<file path="config.mk">
export PLATFORM = sky130hd
export DESIGN_NAME = object_record_loader
export DESIGN_NICKNAME = d
export VERILOG_FILES = /design/src/hdl/orl_pkg.sv /design/src/hdl/orl_front.sv /design/src/hdl/orl_queue.sv /design/src/hdl/orl_back.sv /design/src/hdl/object_record_loader.sv
export SDC_FILE = /design/constraint.sdc
export NUM_CORES = 1
export LEC_CHECK = 0
export ABC_CLOCK_PERIOD_IN_PS = 10320
export BUFFER_PORTS_ARGS = -buffer_cell sky130_fd_sc_hd__clkbuf_2
export CAP_MARGIN = 20
export CORE_MARGIN = 2
export CORE_UTILIZATION = 60
export CTS_BUF_LIST = sky130_fd_sc_hd__clkbuf_16
export DETAILED_ROUTE_END_ITERATION = 10
export MAX_ROUTING_LAYER = met4
export PLACE_DENSITY = 0.78
export SYNTH_ARGS = -nofsm -noshare
export SYNTH_HDL_FRONTEND = slang
export SYNTH_SLANG_ARGS = --single-unit
export TNS_END_PERCENT = 50
</file>
<file path="constraint.sdc">
create_clock -name clk -period 10.32 [get_ports clk]
set_clock_uncertainty 0.05 [all_clocks]
set_input_delay 0.516 -clock clk [delete_from_list [all_inputs] [get_ports clk]]
set_output_delay 0.516 -clock clk [all_outputs]
set_load 0.1 [all_outputs]
</file>
<file path="src/hdl/orl_pkg.sv">
// Shared types and constants for the object record loader.
package orl_pkg;

  localparam int MEM_BYTES      = 4096;
  localparam int MAX_DATA_BYTES = 6;
  localparam int ADDR_W         = 12;
  localparam int LINE_W         = 16;
  localparam int COUNT_W        = $clog2(MAX_DATA_BYTES + 1);

  // Upper address bound, one bit wider than an address.
  localparam logic [ADDR_W:0] MEM_LIMIT = (ADDR_W + 1)'(MEM_BYTES);

  typedef enum logic [1:0] {
    STATUS_OK     = 2'd0,
    STATUS_FORMAT = 2'd1,
    STATUS_MEMORY = 2'd2,
    STATUS_DONE   = 2'd3
  } status_t;

  typedef struct packed {
    logic [7:0] ch;
    logic       end_of_file;
  } char_word_t;

  typedef struct packed {
    logic              write_valid;
    logic [ADDR_W-1:0] write_address;
    logic [7:0]        write_data;
    status_t           status;
    logic [LINE_W-1:0] error_line;
    logic              last;
  } result_word_t;

  // One accepted character's work for the back end: some writes, then a status.
  typedef struct packed {
    logic [COUNT_W-1:0]                  n_writes;
    logic [ADDR_W-1:0]                   base;
    logic [MAX_DATA_BYTES-1:0][7:0]      bytes;
    status_t                             status;
    logic [LINE_W-1:0]                   line_count;
  } job_t;

endpackage

</file>
<file path="src/hdl/orl_front.sv">
// Front end: column checks per character and line close decisions.
module orl_front (
  input  logic                clk,
  input  logic                rst,
  input  logic                char_valid,
  output logic                char_stall,
  input  orl_pkg::char_word_t char_word,
  input  logic                q_full,
  output logic                push,
  output orl_pkg::job_t       job
);

  typedef enum logic [1:0] {
    KIND_UNDECIDED = 2'd0,
    KIND_COMMENT   = 2'd1,
    KIND_RECORD    = 2'd2
  } kind_t;

  localparam logic [7:0] CH_SPACE   = 8'h20;
  localparam logic [7:0] CH_NEWLINE = 8'h0A;
  localparam logic [7:0] CH_ZERO    = 8'h30;
  localparam logic [7:0] CH_X       = 8'h78;
  localparam logic [7:0] CH_COLON   = 8'h3A;
  localparam logic [7:0] CH_BAR     = 8'h7C;
  localparam logic [3:0] MAX_HEX    = 4'(2 * orl_pkg::MAX_DATA_BYTES);

  logic [4:0]                    column, column_next;
  kind_t                         line_kind, line_kind_next;
  logic [orl_pkg::ADDR_W-1:0]    line_address, line_address_next;
  logic [orl_pkg::ADDR_W:0]      prev_end, prev_end_next;
  logic                          none_yet, none_yet_next;
  logic [orl_pkg::MAX_DATA_BYTES-1:0][7:0] data_bytes, data_bytes_next;
  logic [3:0]                    hex_count, hex_count_next;
  logic                          data_ended, data_ended_next;
  logic                          line_ok, line_ok_next;
  logic [orl_pkg::LINE_W-1:0]    line_count, line_count_next;
  orl_pkg::status_t              halted, halted_next;

  logic                          hex_ok;
  logic [3:0]                    hex_val;
  logic [2:0]                    byte_idx;
  logic [orl_pkg::COUNT_W-1:0]   count;
  logic [orl_pkg::ADDR_W:0]      end_sum;
  logic [orl_pkg::ADDR_W:0]      room;
  logic [orl_pkg::COUNT_W-1:0]   n_writes;
  logic                          do_close;

  assign char_stall = q_full;
  assign push       = char_valid && !q_full;

  always_comb begin
    hex_ok  = 1'b1;
    hex_val = 4'd0;
    if (char_word.ch >= 8'h30 && char_word.ch <= 8'h39) begin
      hex_val = char_word.ch[3:0];
    end else if ((char_word.ch >= 8'h61 && char_word.ch <= 8'h66) ||
                 (char_word.ch >= 8'h41 && char_word.ch <= 8'h46)) begin
      hex_val = char_word.ch[3:0] + 4'd9;
    end else begin
      hex_ok = 1'b0;
    end
  end

  assign byte_idx = hex_count[3:1];
  assign count    = orl_pkg::COUNT_W'(hex_count[3:1]);
  assign end_sum  = {1'b0, line_address} + (orl_pkg::ADDR_W + 1)'(count);
  assign room     = orl_pkg::MEM_LIMIT - {1'b0, line_address};

  always_comb begin
    column_next       = column;
    line_kind_next    = line_kind;
    line_address_next = line_address;
    prev_end_next     = prev_end;
    none_yet_next     = none_yet;
    data_bytes_next   = data_bytes;
    hex_count_next    = hex_count;
    data_ended_next   = data_ended;
    line_ok_next      = line_ok;
    line_count_next   = line_count;
    halted_next       = halted;
    n_writes          = '0;
    do_close          = 1'b0;

    if (halted == orl_pkg::STATUS_OK) begin
      if (char_word.end_of_file) begin
        do_close = (column != 5'd0);
      end else begin
        if (column == 5'd0 && line_count != '1) begin
          line_count_next = line_count + orl_pkg::LINE_W'(1);
        end
        if (char_word.ch == CH_NEWLINE) begin
          do_close = 1'b1;
        end else begin
          // character at the current column
          if (column <= 5'd21) begin
            if (char_word.ch != CH_SPACE) begin
              line_kind_next = KIND_RECORD;
            end else if (column == 5'd21 && line_kind == KIND_UNDECIDED) begin
              line_kind_next = KIND_COMMENT;
            end
          end
          if (column == 5'd2) begin
            if (char_word.ch != CH_ZERO) line_ok_next = 1'b0;
          end else if (column == 5'd3) begin
            if (char_word.ch != CH_X) line_ok_next = 1'b0;
          end else if (column >= 5'd4 && column <= 5'd6) begin
            if (!hex_ok) line_ok_next = 1'b0;
            else line_address_next = {line_address[orl_pkg::ADDR_W-5:0], hex_val};
          end else if (column == 5'd7) begin
            if (char_word.ch != CH_COLON) line_ok_next = 1'b0;
          end else if (column == 5'd8) begin
            if (char_word.ch != CH_SPACE) line_ok_next = 1'b0;
          end else if (column >= 5'd9 && column <= 5'd21) begin
            if (!data_ended) begin
              if (char_word.ch == CH_SPACE) begin
                data_ended_next = 1'b1;
                if (hex_count[0]) line_ok_next = 1'b0;
              end else if (!hex_ok || hex_count >= MAX_HEX) begin
                line_ok_next = 1'b0;
              end else begin
                if (hex_count[0]) begin
                  data_bytes_next[byte_idx] = {data_bytes[byte_idx][3:0], hex_val};
                end else begin
                  data_bytes_next[byte_idx] = {4'd0, hex_val};
                end
                hex_count_next = hex_count + 4'd1;
              end
            end
          end else if (column == 5'd22) begin
            if (char_word.ch != CH_BAR || !data_ended) line_ok_next = 1'b0;
          end
          if (column != 5'd31) column_next = column + 5'd1;
        end
      end

      if (do_close) begin
        if (line_kind != KIND_COMMENT) begin
          if (!line_ok || column < 5'd23 || !data_ended) begin
            halted_next = orl_pkg::STATUS_FORMAT;
          end else if (!none_yet && {1'b0, line_address} < prev_end) begin
            halted_next = orl_pkg::STATUS_FORMAT;
          end else if (count != '0 && end_sum > orl_pkg::MEM_LIMIT) begin
            // bytes below the memory top still go out
            halted_next = orl_pkg::STATUS_MEMORY;
            if ({1'b0, line_address} < orl_pkg::MEM_LIMIT) begin
              n_writes = orl_pkg::COUNT_W'(room);
            end
          end else begin
            n_writes      = count;
            prev_end_next = end_sum;
            none_yet_next = 1'b0;
          end
        end
        column_next       = 5'd0;
        line_kind_next    = KIND_UNDECIDED;
        line_address_next = '0;
        hex_count_next    = 4'd0;
        data_ended_next   = 1'b0;
        line_ok_next      = 1'b1;
      end

      if (char_word.end_of_file && halted_next == orl_pkg::STATUS_OK) begin
        halted_next = orl_pkg::STATUS_DONE;
      end
    end
  end

  always_comb begin
    job.n_writes   = n_writes;
    job.base       = line_address;
    job.bytes      = data_bytes;
    job.status     = halted_next;
    job.line_count = line_count_next;
  end

  always_ff @(posedge clk) begin
    if (rst) begin
      column       <= 5'd0;
      line_kind    <= KIND_UNDECIDED;
      line_address <= '0;
      prev_end     <= '0;
      none_yet     <= 1'b1;
      hex_count    <= 4'd0;
      data_ended   <= 1'b0;
      line_ok      <= 1'b1;
      line_count   <= '0;
      halted       <= orl_pkg::STATUS_OK;
    end else if (push) begin
      column       <= column_next;
      line_kind    <= line_kind_next;
      line_address <= line_address_next;
      prev_end     <= prev_end_next;
      none_yet     <= none_yet_next;
      hex_count    <= hex_count_next;
      data_ended   <= data_ended_next;
      line_ok      <= line_ok_next;
      line_count   <= line_count_next;
      halted       <= halted_next;
    end
  end

  always_ff @(posedge clk) begin
    if (push) begin
      data_bytes <= data_bytes_next;
    end
  end

endmodule

</file>
<file path="src/hdl/orl_queue.sv">
// Two-entry job queue between front and back ends.
module orl_queue (
  input  logic          clk,
  input  logic          rst,
  input  logic          push,
  input  orl_pkg::job_t push_job,
  input  logic          pop,
  output logic          full,
  output logic          empty,
  output orl_pkg::job_t head
);

  orl_pkg::job_t entries [2];
  logic          wr_ptr;
  logic          rd_ptr;
  logic [1:0]    fill;

  assign full  = (fill == 2'd2);
  assign empty = (fill == 2'd0);
  assign head  = entries[rd_ptr];

  always_ff @(posedge clk) begin
    if (push) begin
      entries[wr_ptr] <= push_job;
    end
  end

  always_ff @(posedge clk) begin
    if (rst) begin
      wr_ptr <= 1'b0;
      rd_ptr <= 1'b0;
      fill   <= 2'd0;
    end else begin
      if (push) wr_ptr <= !wr_ptr;
      if (pop)  rd_ptr <= !rd_ptr;
      case ({push, pop})
        2'b10:   fill <= fill + 2'd1;
        2'b01:   fill <= fill - 2'd1;
        default: fill <= fill;
      endcase
    end
  end

endmodule

</file>
<file path="src/hdl/orl_back.sv">
// Back end: expands one job into its byte writes and the closing status word.
module orl_back (
  input  logic                  clk,
  input  logic                  rst,
  input  logic                  q_empty,
  input  orl_pkg::job_t         head,
  output logic                  pop,
  output logic                  result_valid,
  input  logic                  result_stall,
  output orl_pkg::result_word_t result_word
);

  logic [orl_pkg::COUNT_W-1:0] idx;
  logic                        load;
  logic                        at_status;
  orl_pkg::result_word_t       word_next;

  assign load      = !result_valid || !result_stall;
  assign at_status = (idx >= head.n_writes);
  assign pop       = load && !q_empty && at_status;

  always_comb begin
    word_next.error_line = head.line_count;
    if (at_status) begin
      word_next.write_valid   = 1'b0;
      word_next.write_address = '0;
      word_next.write_data    = 8'd0;
      word_next.status        = head.status;
      word_next.last          = 1'b1;
    end else begin
      word_next.write_valid   = 1'b1;
      word_next.write_address = head.base + orl_pkg::ADDR_W'(idx);
      word_next.write_data    = head.bytes[idx];
      word_next.status        = orl_pkg::STATUS_OK;
      word_next.last          = 1'b0;
    end
  end

  always_ff @(posedge clk) begin
    if (rst) begin
      result_valid <= 1'b0;
      idx          <= '0;
    end else if (load) begin
      result_valid <= !q_empty;
      if (!q_empty) begin
        idx <= at_status ? '0 : idx + orl_pkg::COUNT_W'(1);
      end
    end
  end

  always_ff @(posedge clk) begin
    if (load && !q_empty) begin
      result_word <= word_next;
    end
  end

endmodule

</file>
<file path="src/hdl/object_record_loader.sv">
// Object record loader top level: front end, job queue, back end.
//
// Takes one character a cycle while char_stall is low and checks each line of the
// object file against its fixed columns; every accepted character yields one
// status word, and the close of a good data line (newline or end of file) is
// preceded by one write word per data byte (up to six); a line of n bytes ends
// in n+1 output words; the back end emits one word a cycle while result_stall
// is low, and a two-entry job queue lets the front end keep taking characters
// meanwhile, so input stalls only while the queue is full, as right after a data
// line or when the output is held. Status is sticky: after a format error, memory
// error or end of file every character gives only the status word, until reset.
module object_record_loader (
  input  logic                  clk,
  input  logic                  rst,
  input  logic                  char_valid,
  output logic                  char_stall,
  input  orl_pkg::char_word_t   char_word,
  output logic                  result_valid,
  input  logic                  result_stall,
  output orl_pkg::result_word_t result_word
);

  logic          push;
  logic          pop;
  logic          q_full;
  logic          q_empty;
  orl_pkg::job_t front_job;
  orl_pkg::job_t head;

  orl_front u_front (
    .clk        (clk),
    .rst        (rst),
    .char_valid (char_valid),
    .char_stall (char_stall),
    .char_word  (char_word),
    .q_full     (q_full),
    .push       (push),
    .job        (front_job)
  );

  orl_queue u_queue (
    .clk      (clk),
    .rst      (rst),
    .push     (push),
    .push_job (front_job),
    .pop      (pop),
    .full     (q_full),
    .empty    (q_empty),
    .head     (head)
  );

  orl_back u_back (
    .clk          (clk),
    .rst          (rst),
    .q_empty      (q_empty),
    .head         (head),
    .pop          (pop),
    .result_valid (result_valid),
    .result_stall (result_stall),
    .result_word  (result_word)
  );

  a_no_push_when_full: assert property (@(posedge clk) disable iff (rst)
    push |-> !q_full)
    else $error("job pushed into full queue");

  a_no_pop_when_empty: assert property (@(posedge clk) disable iff (rst)
    pop |-> !q_empty)
    else $error("job popped from empty queue");

  a_write_word_shape: assert property (@(posedge clk) disable iff (rst)
    (result_valid && result_word.write_valid) |->
      (result_word.status == orl_pkg::STATUS_OK && !result_word.last))
    else $error("write word carries status or last");

endmodule

</file>
After elaboration in Yosys (flattened, before gate mapping)
Memories as Yosys holds them, arrays and structs flattened. A register that Yosys moved wholly into a read port is not among the register bits.
Cells that the tools add are included.
- add/subtract/negate cells: 10
- reduce and logical (&&, ||, !) cells: 55
- eq/ne operators: 37
- $lt $le $gt $ge: 18
- mux-type cells: 101
- bitwise logic cells: 14
- operators by type and width (cell ; number):
    bitwise mux 48 bit ; 2
    2-to-1 mux 12 bit ; 7
    2-to-1 mux 4 bit ; 15
    binary-select mux 8 bit (select 3 bit) ; 2
    2-to-1 mux 16 bit ; 3
    2-to-1 mux 48 bit ; 1
    2-to-1 mux 1 bit ; 41
    2-to-1 mux 2 bit ; 14
    AND reduction 13 bit ; 2
    demux 8 bit (select 3 bit) ; 1
    != test 8 x 6 -> 1 bit, second input constant ; 3
    2-to-1 mux 23 bit ; 1
    2-to-1 mux 3 bit ; 7
    2-to-1 mux 5 bit ; 4
    != test 2 bit, second input constant ; 9
    adder 16 x 1 -> 16 bit, second input constant ; 1
    >= comparator 8 x 7 -> 1 bit, second input constant ; 2
    less-or-equal comparator 8 x 7 -> 1 bit, second input constant ; 2
    2-to-1 mux 8 bit ; 2
    != test 16 bit, second input constant ; 1
    != test 8 x 7 -> 1 bit, second input constant ; 2
    nonzero test 8 bit ; 2
    logical AND 1 bit ; 14
    inverter 1 bit ; 14
    54 further kinds ; 83
- input port bits: 13
- bits in registers: 153
- memories: 1
- bits in writable memories: 162
- logic and storage cells: 263
- memories (memory ; words ; bits a word ; read ports ; clocked after Yosys merged registers in ; write ports ; line ; RTL):
    u_queue.entries ; 2 ; 81 ; 1 ; 1 ; 1 ; orl_queue.sv:13 ; orl_pkg::job_t entries [2];

Depth between registers and ports, before layout
Gate-level depths: netlist of the first run.
- word-level depth: 19
- mapped depth: 14
- gate-level depth less buffers: 11

Modules after synthesis
Synthesis of the first run repeated with hierarchy kept, for this count alone.
- cell total of the unflattened synthesis: 1064
- area, all modules: 14077.3 um^2
- by module, submodules not included (module ; area an instance (um^2) ; cells an instance ; times used):
    orl_queue ; 6027.0 ; 274 ; 1
    orl_front ; 5874.4 ; 632 ; 1
    orl_back ; 2175.8 ; 158 ; 1

Least setup slack after synthesis of the first run
No wires, ideal clock.
- path kind: register to register
- start point: reg u_queue.fill[0]
- end point: mem u_queue.entries[0][0] (netlist bit) (enable)
- setup time: 0.521 ns
- arrival time: 4.480 ns
- stages on the path, launching flop included: 6
- required time: 9.749 ns
- setup slack: 5.268 ns
- period minus slack after synthesis: 5.052 ns
- path through: dfxtp_1 -> nand2b_1 -> and2_1 -> clkbuf_1 -> clkinv_1 -> nor2_1
- longest elaborated chain between the ends: 5
- ends and longest elaborated chain (element ; line ; RTL):
    start, declared ; orl_queue.sv:16 ; logic [1:0] fill;
    start signal, assigned ; orl_queue.sv:37 ; 2'b10: fill <= fill + 2'd1;
    start signal, assigned ; orl_queue.sv:38 ; 2'b01: fill <= fill - 2'd1;
    start signal, assigned ; orl_queue.sv:39 ; default: fill <= fill;
    equality test 2 bit ; orl_queue.sv:18 ; assign full = (fill == 2'd2);
    logical NOT 1 bit ; orl_front.sv:49 ; assign push = char_valid && !q_full;
    logical AND 1 bit ; orl_front.sv:49 ;
    2-to-1 mux 1 bit ; orl_queue.sv:23 ; if (push) begin
    2-to-1 mux 1 bit (not written as such) ; orl_queue.sv:24 ; entries[wr_ptr] <= push_job;
    end, declared ; orl_queue.sv:13 ;
Every way passes these cells.

==> results of run 1 <==
stage by stage:
step,cell area (um2),setup WS [ps],total power [mW]
after global routing,15700,5890,4.17
after global placement,14700,6400,2.96
final,15700,6260,4.01
after floorplan,14100,5270,2.76
after detailed placement,14700,6260,2.99
after CTS,15600,6220,4.03
metal layers:
layer | wire (um) | share of wire, %
met1 | 11400 | 43
met2 | 13400 | 50
met3 | 1380 | 5.1
met4 | 663 | 2.5
met5 | 0 | 0
power breakdown:
part	internal [mW]	total (mW)	switching (mW)
registers	1.62	1.73	0.109
logic	0.275	1.23	0.956
clock network	0.612	1.05	0.438
cell families (layout without fill, tap and decap cells):
kind of cell / count (synthesis) / count (layout) / synth area share (%)
buf+inv: 88 / 158 / 2.46
compound gates: 155 / 155 / 7.72
simple gates: 350 / 350 / 12.3
flops: 316 / 316 / 62.5
fa+ha+maj: 36 / 36 / 3.29
mux: 87 / 87 / 8.58
xor+xnor: 52 / 52 / 3.22
worst register-to-register path, cell delays in order, from the launching register on:
cell      delay (ps)
dfxtp_4         1030
mux2_2           420
ha_1             260
nand2b_1          90
a21o_1           120
a21o_1           610
inv_1            280
nor2_1           280
ha_1             310
or3_1            380
a21oi_1          140
layout make-up:
class	instances	area (um2)	share of cell area (%)
inverters	39	146	0.934
clock inverters	24	178	1.13
well taps	319	399	2.55
multi-input cells	680	4970	31.7
repair buffers	64	365	2.33
clock buffers	31	776	4.95
flip-flops and latches	316	8830	56.4
synthesized netlist by cell type, types with 28 or more instances:
master	count
a21oi_1	43
clkbuf_1	38
dfxtp_1	66
edfxtp_1	250
ha_1	34
inv_1	38
mux2_2	33
mux2i_1	30
nand2_1	45
nand3_1	36
nor2_1	142
xnor2_1	28
registers in the layout (all words and copies together), names as in the netlist, named ones only:
register and cells:
u_back.result_word 40, u_front.halted 2, u_queue.rd_ptr 1, u_front.data_ended 1, u_back.idx 3, u_queue.entries 162
u_front.line_kind 2, u_front.column 5, u_queue.wr_ptr 1, u_front.line_count 16, u_front.none_yet 1, u_back.result_valid 1
u_front.line_ok 1, u_front.job 24, u_front.hex_count 4, u_front.line_address 12, u_front.prev_end 13, u_queue.fill 2
worst max-delay path by stage:
stage                             to  slack [ps]  cells after the start
3_5_place_dp         u_queue.fill[1]        6260                     10
5_1_grt              u_queue.fill[1]        5890                     10
6_report             u_queue.fill[1]        6260                     10
4_1_cts              u_queue.fill[1]        6220                     10
2_1_floorplan  u_queue.entries[0][0]        5270                      5
3_3_place_gp         u_queue.fill[1]        6400                     10
==> flow_metrics.tcl, run 1 <==
set metrics [dict create \
    critical_path_class "register to register" \
    drive_above_1_share_pct 15.9 \
    required_ps 10730 \
    clock_sinks 316 \
    dieArea_um2 24800 \
    initial_core_util_pct 60.6 \
    r2r-end "u_queue.fill[1]" \
    ir_worst_vdd_uv 208 \
    yosys_warnings 0 \
    status "finished clean" \
    grt_max_degree 82 \
    syn_area_per_cell_um2 13.0 \
    maxCapViolCount 0 \
    cts_setup_buffers 0 \
    rsz0062_at_grt "false" \
    period_minus_slack_ps 4060 \
    final_core_util_pct 67.1 \
    setup_violations 0 \
    synth_cell_types 76 \
    syn2layout_area_growth_pct 10.8 \
    synth_flop_cell "edfxtp_1" \
    reg2reg_setup_slack_ps 6260 \
    first_pass_iters 5 \
    root_buffer "clkbuf_16" \
    syn_area_um2 14100 \
    cp-end-kind "register" \
    numCtsBuffers 30 \
    met2_usage_pct 37.7 \
    critPathTopFamily "flip-flops" \
    arrival_ps 4470 \
    antenna_found_initial 0 \
    final_common_cell "edfxtp_1" \
    synth_nets 1133 \
    fillers 1621 \
    yosysSeqAreaShare_pct 62.5 \
    drt_iter0_drc 553 \
    ys_seq_elements 316 \
    vias 8696 \
    core-area_um2 23300 \
    hold_path_end "u_back.result_valid" \
    synth_top_cell_by_area "edfxtp_1" \
    gp_congestion 0.895 \
    cts_htree_levels 1 \
    nets 1180 \
    min_path_cells 3 \
    hold_buffers 0 \
    finalHoldViolCount 0 \
    syn_inst 1084 \
    clkLatencyLatePin_ps 550 \
    die_x_um 157 \
    ff2ff_path_depth 10 \
    grt-ovfl-total 0 \
    path_clk_slew_ps 60 \
    postRouteAntennaNets 0 \
    min_path_type "input pin to register" \
    met1_usage_pct 29.6 \
    relSlewSlack_pct 28.4 \
    tritoncts "yes" \
    p_leak_nw 5.40 \
    busiest_layer "met2" \
    slew_viol_final 0 \
    fp.dieH_um 157 \
    slowest_stage "dfxtp_4" \
    viasPerCell 5.90 \
    startpoint_type "register" \
    clockBufferDepth 3 \
    cts-resized-gates 0 \
    ioPinCount 55 \
    n_antenna_cell 0 \
    max_stage_delay_ps 1030 \
    dp_cells 1417 \
    worst-path-max-fanout 64 \
    finalCritPeriodShare_pct 39.4 \
    drc_errors 0 \
    crit_chain "mux2_2 > ha_1 > nand2b_1 > a21o_1 > a21o_1 > inv_1 > nor2_1 > ha_1 > or3_1 > a21oi_1" \
    ys_top_cells_by_area "edfxtp_1 (53%), dfxtp_1 (9.3%), mux4_2 (3.8%)" \
    layout_common_cells "edfxtp_1 (250), nor2_1 (141), dfxtp_1 (65)" \
    row_count 56 \
    grt_pass1_wl_um 43100 \
    wl_per_cell_um 18.2 \
    fin_hold_ws_ps 252 \
    finalNonFillerCells 1473 \
    tightest_slew_ps 1070 \
    cellPowerDensity_nw_per_um2 256 \
    timing.fmax_ghz 0.246 \
    synth_edf_count 250 \
    place_hpwl_um 17700 \
    met3_usage_pct 3.14 \
    path_buf_inv 1 \
    port_buffers 54 \
    totalWireLength_um 26900 \
    synth_top_area_share_pct 53.1 \
    grt_pass1_vias 8316 \
    async_flop_share_pct 0 \
    track_usage_pct 22.8 \
    fin_setup_tns_ps 0 \
    min_from "result_stall" \
]
(Power assumes the default switching activity.)
==> run 2, diff against run 1 <==
--- a/config.mk
+++ b/config.mk
@@ -5,15 +5,15 @@
 export SDC_FILE = /design/constraint.sdc
 export NUM_CORES = 1
 export LEC_CHECK = 0
-export ABC_CLOCK_PERIOD_IN_PS = 10320
+export ABC_CLOCK_PERIOD_IN_PS = 3420
 export BUFFER_PORTS_ARGS = -buffer_cell sky130_fd_sc_hd__clkbuf_2
 export CAP_MARGIN = 20
 export CORE_MARGIN = 2
-export CORE_UTILIZATION = 60
+export CORE_UTILIZATION = 56
 export CTS_BUF_LIST = sky130_fd_sc_hd__clkbuf_16
 export DETAILED_ROUTE_END_ITERATION = 10
 export MAX_ROUTING_LAYER = met4
-export PLACE_DENSITY = 0.78
+export PLACE_DENSITY = 0.76
 export SYNTH_ARGS = -nofsm -noshare
 export SYNTH_HDL_FRONTEND = slang
 export SYNTH_SLANG_ARGS = --single-unit
==> constraint.sdc (replaced) <==
create_clock -name clk -period 3.42 [get_ports clk]
set_clock_uncertainty 0.05 [all_clocks]
set_input_delay 0.171 -clock clk [delete_from_list [all_inputs] [get_ports clk]]
set_output_delay 0.171 -clock clk [all_outputs]
set_load 0.1 [all_outputs]
==> run 2 against run 1 <==
Largest power group unchanged. Count of clock-buffer cells in the layout rose by 4. Sequential share of layout area fell by 1.2 points. First-iteration DRC count rose by 36%. Final area rose by 2.3%. Power rose to 3.1 times the previous value. Register-to-register slack got worse by 5900 ps.
==> flow_metrics.tcl, run 2 (synthesis results as in run 1) <==
set metrics [dict create \
    status "finished clean" \
    drt_iter0_drc 750 \
    final_common_cell "edfxtp_1" \
    first_pass_iters 5 \
    seq_area_um2 8830 \
    multiInputGateArea_um2 4980 \
    fin_ws_ps 392 \
    setup_violations 0 \
    final_core_util_pct 64.2 \
    cp-startpoint "u_front.line_address[0]" \
    gp_congestion 0.904 \
    n_antenna_cell 0 \
    clock_sinks 316 \
    r2r-start "u_front.line_address[0]" \
    tightest_slew_ps 1060 \
    path_clk_slew_ps 60 \
    min_path_cells 3 \
    tritoncts "yes" \
    critPathTopFamily "compound AO/OA/AOI/OAI gates" \
    worst-path-max-fanout 9 \
    cellPowerDensity_nw_per_um2 778 \
    totalWireLength_um 28500 \
    startpoint_type "register" \
    crit_chain "ha_1 > fa_1 > a21o_1 > nor3b_1 > nor3b_1 > inv_1 > o2111ai_2 > mux2_2" \
    grt_pass1_wl_um 45200 \
    top_register "u_queue.entries" \
    die_x_um 163 \
    ioPinCount 55 \
    slowest_stage "o2111ai_2" \
    antenna_found_initial 0 \
    finalHoldViolCount 0 \
    cts_htree_levels 2 \
    initial_core_util_pct 56.6 \
    critical_path_class "register to register" \
    ir_worst_vdd_uv 797 \
    wl_per_cell_um 18.8 \
    min_path_type "input pin to register" \
    place_hpwl_um 18800 \
    nets 1216 \
    grt_pass1_vias 8776 \
    arrival_ps 3370 \
    vias 8871 \
    fp.dieH_um 163 \
    pre_cts_ws_ps 407 \
    r2r-end "u_front.prev_end[10]" \
    fillers 1871 \
    layout_common_cells "edfxtp_1 (250), nor2_1 (141), dfxtp_1 (65)" \
    required_ps 3760 \
    dieArea_um2 26500 \
    drc_errors 0 \
    grt_max_degree 81 \
    drive_above_1_share_pct 19.0 \
    postRouteAntennaNets 0 \
    numCtsBuffers 34 \
    clockBufferDepth 3 \
    min_from "char_word[0]" \
    path_buf_inv 1 \
    cpMostUsedCell "nor3b_1" \
    ff2ff_path_depth 8 \
    hold_path_end "u_front.halted[1]" \
    largest_register_ffs 162 \
    cp-end-kind "register" \
    finalCritPeriodShare_pct 88.5 \
    maxCapViolCount 0 \
    root_buffer "clkbuf_16" \
    core-area_um2 25000 \
    reg2reg_setup_slack_ps 390 \
    rsz0062_at_grt "false" \
    timing.fmax_ghz 0.330 \
    clkLatencyLatePin_ps 500 \
    max_stage_delay_ps 550 \
    viasPerCell 5.83 \
    port_buffers 54 \
    cts_setup_buffers 0 \
    track_usage_pct 22.6 \
    p_leak_nw 5.61 \
    period_minus_slack_ps 3030 \
    row_count 58 \
    relSlewSlack_pct 29.1 \
    syn2layout_area_growth_pct 13.3 \
    slew_viol_final 0 \
    grt-ovfl-total 0 \
]
-- run 2: cell types whose count changed in the layout (fill, tap and decap cells not counted), moves of 2 or more --
cell,before,now
clkinv_2,1,6
clkinv_1,9,5
clkbuf_16,31,35
buf_4,9,40
inv_6,0,2
inv_1,47,45
-- run 2: final cells by class --
cell class | count | share of cell area, %
clock inverters | 25 | 1.09
inverters | 39 | 0.914
repair buffers | 96 | 3.75
flip-flops and latches | 316 | 55.1
well taps | 330 | 2.58
multi-input cells | 680 | 31.1
clock buffers | 35 | 5.47
-- run 2: metal layers --
layer / up-vias / global-route usage, % / part of all wire (%)
met2: 284 / 37.2 / 49
li1: 4210 / - / -
met3: 47 / 3.41 / 6.4
met1: 4330 / 29.2 / 42
met5: - / - / 0
met4: 0 / 7.44 / 2.3
-- run 2: timing repair --
| action | in CTS | in global routing |
|---|---|---|
| resized for setup | 0 | 0 |
| hold endpoints to repair | 1 | 0 |
| hold buffers | 1 | 0 |
-- run 2: where the power goes --
group,switching [mW],total (mW),internal (mW)
combinational,3.07,3.94,0.872
sequential,0.178,5.06,4.89
clock,1.45,3.46,2.01
-- run 2: stage by stage --
step                hold slack, ps  instances  area [um2]  setup TNS (ps)  total power [mW]
floorplan                      282       1084       14100            -205              8.30
global placement               375       1460       15000               0              9.02
detailed placement             384       1460       15000               0              9.10
CTS                           9.77       1521       16000               0              12.5
global route                  36.5       1521       16000               0              12.9
finish                        32.3       1521       16000               0              12.5
-- run 2: worst max path at each step --
stage	end	slack [ps]	cells past startpoint
after detailed placement	u_queue.entries[0][13]	410	7
after floorplan	u_queue.fill[1]	-210	13
after CTS	u_queue.entries[1][7]	400	7
after global routing	u_queue.entries[0][13]	140	7
after global placement	u_front.prev_end[12]	500	9
final	u_front.prev_end[10]	390	8
-- run 2: worst reg2reg max path: stages, from the launching register on --
cell and delay, ps:
dfxtp_1 450, ha_1 250, fa_1 220, a21o_1 230, nor3b_1 320, nor3b_1 310, inv_1 130, o2111ai_2 550
mux2_2 400
==> run 3, diff against run 2 <==
--- a/config.mk
+++ b/config.mk
@@ -9,11 +9,11 @@
 export BUFFER_PORTS_ARGS = -buffer_cell sky130_fd_sc_hd__clkbuf_2
 export CAP_MARGIN = 20
 export CORE_MARGIN = 2
-export CORE_UTILIZATION = 56
-export CTS_BUF_LIST = sky130_fd_sc_hd__clkbuf_16
+export CORE_UTILIZATION = 58
+export CTS_BUF_LIST = sky130_fd_sc_hd__clkbuf_8
 export DETAILED_ROUTE_END_ITERATION = 10
 export MAX_ROUTING_LAYER = met4
-export PLACE_DENSITY = 0.76
+export PLACE_DENSITY = 0.78
 export SYNTH_ARGS = -nofsm -noshare
 export SYNTH_HDL_FRONTEND = slang
 export SYNTH_SLANG_ARGS = --single-unit
==> run 3 against run 2 <==
Maximum frequency down 3.2%. Sequential power rose by 0.8%. Worst hold slack improved by 21 ps. Sequential share of layout area rose by 0.67 points. Flip-flop and latch count stayed put. Via count increased by 0.97%. Non-clock buffer count down 5. Clock power down 17%. First-iteration DRC count decreased by 12%. Die area shrank 3.4%. Final cell count grew 1.2%. Core utilization is 1.5 points higher. Critical path type unchanged. Largest cell class unchanged.
==> flow_metrics.tcl, run 3 (synthesis results as in run 1) <==
set metrics [dict create \
    status "finished clean" \
    fp.dieH_um 160 \
    required_ps 3680 \
    core-area_um2 24100 \
    viasPerCell 5.82 \
    antenna_found_initial 0 \
    initial_core_util_pct 58.6 \
    tritoncts "yes" \
    wl_per_cell_um 18.5 \
    dieArea_um2 25600 \
    critical_path_class "register to register" \
    gp_congestion 0.855 \
    drc_errors 0 \
    layout_common_cells "edfxtp_1 (250), nor2_1 (141), dfxtp_1 (65)" \
    arrival_ps 3390 \
    busiest_layer "met2" \
    fillers 1834 \
    cts_htree_levels 2 \
    critPathTopFamily "simple AND/OR/NAND/NOR gates" \
    rsz0062_at_grt "false" \
    p_total_mw 11.9 \
    postRouteAntennaNets 0 \
    finalHoldViolCount 0 \
    ioPinCount 55 \
    root_buffer "clkbuf_8" \
    numCtsBuffers 49 \
    hold_buffers 2 \
    largest_register_ffs 162 \
    tightest_slew_ps 1050 \
    cellPowerDensity_nw_per_um2 750 \
    pre_cts_ws_ps 379 \
    ir_worst_vdd_uv 675 \
    path_clk_slew_ps 60 \
    final_common_cell "edfxtp_1" \
    cp-end-kind "register" \
    grt_pass1_vias 9003 \
    row_count 57 \
    path_buf_inv 1 \
    multiInputGateArea_um2 4970 \
    nets 1226 \
    timing.fmax_ghz 0.320 \
    grt_pass1_wl_um 46000 \
    grt_max_degree 52 \
    top_register "u_queue.entries" \
    track_usage_pct 23.3 \
    worst-path-max-fanout 7 \
    first_pass_iters 5 \
    cts-resized-gates 0 \
    seq_area_um2 8830 \
    syn2layout_area_growth_pct 12.0 \
    min_path_type "input pin to register" \
    finalCritPeriodShare_pct 91.5 \
    drt_iter0_drc 660 \
    fin_ws_ps 292 \
    clkLatencyLatePin_ps 570 \
    max_stage_delay_ps 700 \
    met2_usage_pct 38.2 \
    setup_violations 0 \
    period_minus_slack_ps 3130 \
    cts_setup_buffers 0 \
    crit_chain "inv_1 > ha_1 > or4b_1 > nand3b_1 > a2111oi_2 > nand3_1 > xnor2_1" \
    vias 8957 \
    totalWireLength_um 28400 \
    p_leak_nw 5.60 \
    startpoint_type "register" \
    met3_usage_pct 3.84 \
    place_hpwl_um 18800 \
    clock_sinks 316 \
    grt-ovfl-total 0 \
    die_x_um 160 \
    drive_above_1_share_pct 18.8 \
    maxCapViolCount 0 \
    slowest_stage "a2111oi_2" \
    relSlewSlack_pct 30.0 \
    fin_hold_ws_ps 53.7 \
    port_buffers 54 \
    n_antenna_cell 0 \
    clockBufferDepth 3 \
    slew_viol_final 0 \
    met1_usage_pct 29.3 \
]
-- run 3: worst register-to-register path, delay by kind of cell, from the launching register on --
family / cells / cell delay (ps)
adder cells (fa/ha/maj): 1 / 210
buffers and inverters: 1 / 170
AND/OR/NAND/NOR: 3 / 1210
AO/OA/AOI/OAI: 1 / 700
XOR/XNOR: 1 / 160
flip-flops: 1 / 360
-- run 3: layout make-up --
class,count,share of cell area (%)
Multi-Input combinational cell,680,31.4
Timing Repair Buffer,91,3.65
Clock buffer,51,4.43
Tap cell,324,2.56
Sequential cell,316,55.8
Inverter,39,0.925
Clock inverter,39,1.23
-- run 3: routing by layer --
| metal | vias up | share of wire [%] |
|---|---|---|
| li1 | 4239 | - |
| met1 | 4341 | 41 |
| met2 | 305 | 49 |
| met3 | 72 | 6.5 |
| met4 | 0 | 3.2 |
| met5 | - | 0 |
-- run 3: power breakdown --
part	internal [mW]	switching [mW]
sequential	4.89	0.215
combinational	0.868	3.03
clock	1.46	1.41
total	7.21	4.65
-- run 3: worst paths after layout --
path	slack (ps)	cells after the start	from	endpoint
worst max-delay path	290	7	u_front.column[0]	u_queue.entries[1][10]
worst min-delay path	50	5	char_word[8]	u_front.line_kind[0]
worst min register to register	390	0	u_front.job[24]	u_queue.entries[0][24]
worst max register to register	290	7	u_front.column[0]	u_queue.entries[1][10]
-- run 3: stage by stage --
stage / TNS [ps] / instances / instance area, um2 / utilization [%]
4_1_cts: 0 / 1540 / 15800 / 65.7
3_3_place_gp: 0 / 1448 / 14900 / 61.9
5_1_grt: 0 / 1540 / 15800 / 65.7
2_1_floorplan: -205 / 1084 / 14100 / -
3_5_place_dp: 0 / 1448 / 14900 / 61.9
6_report: 0 / 1540 / 15800 / 65.7
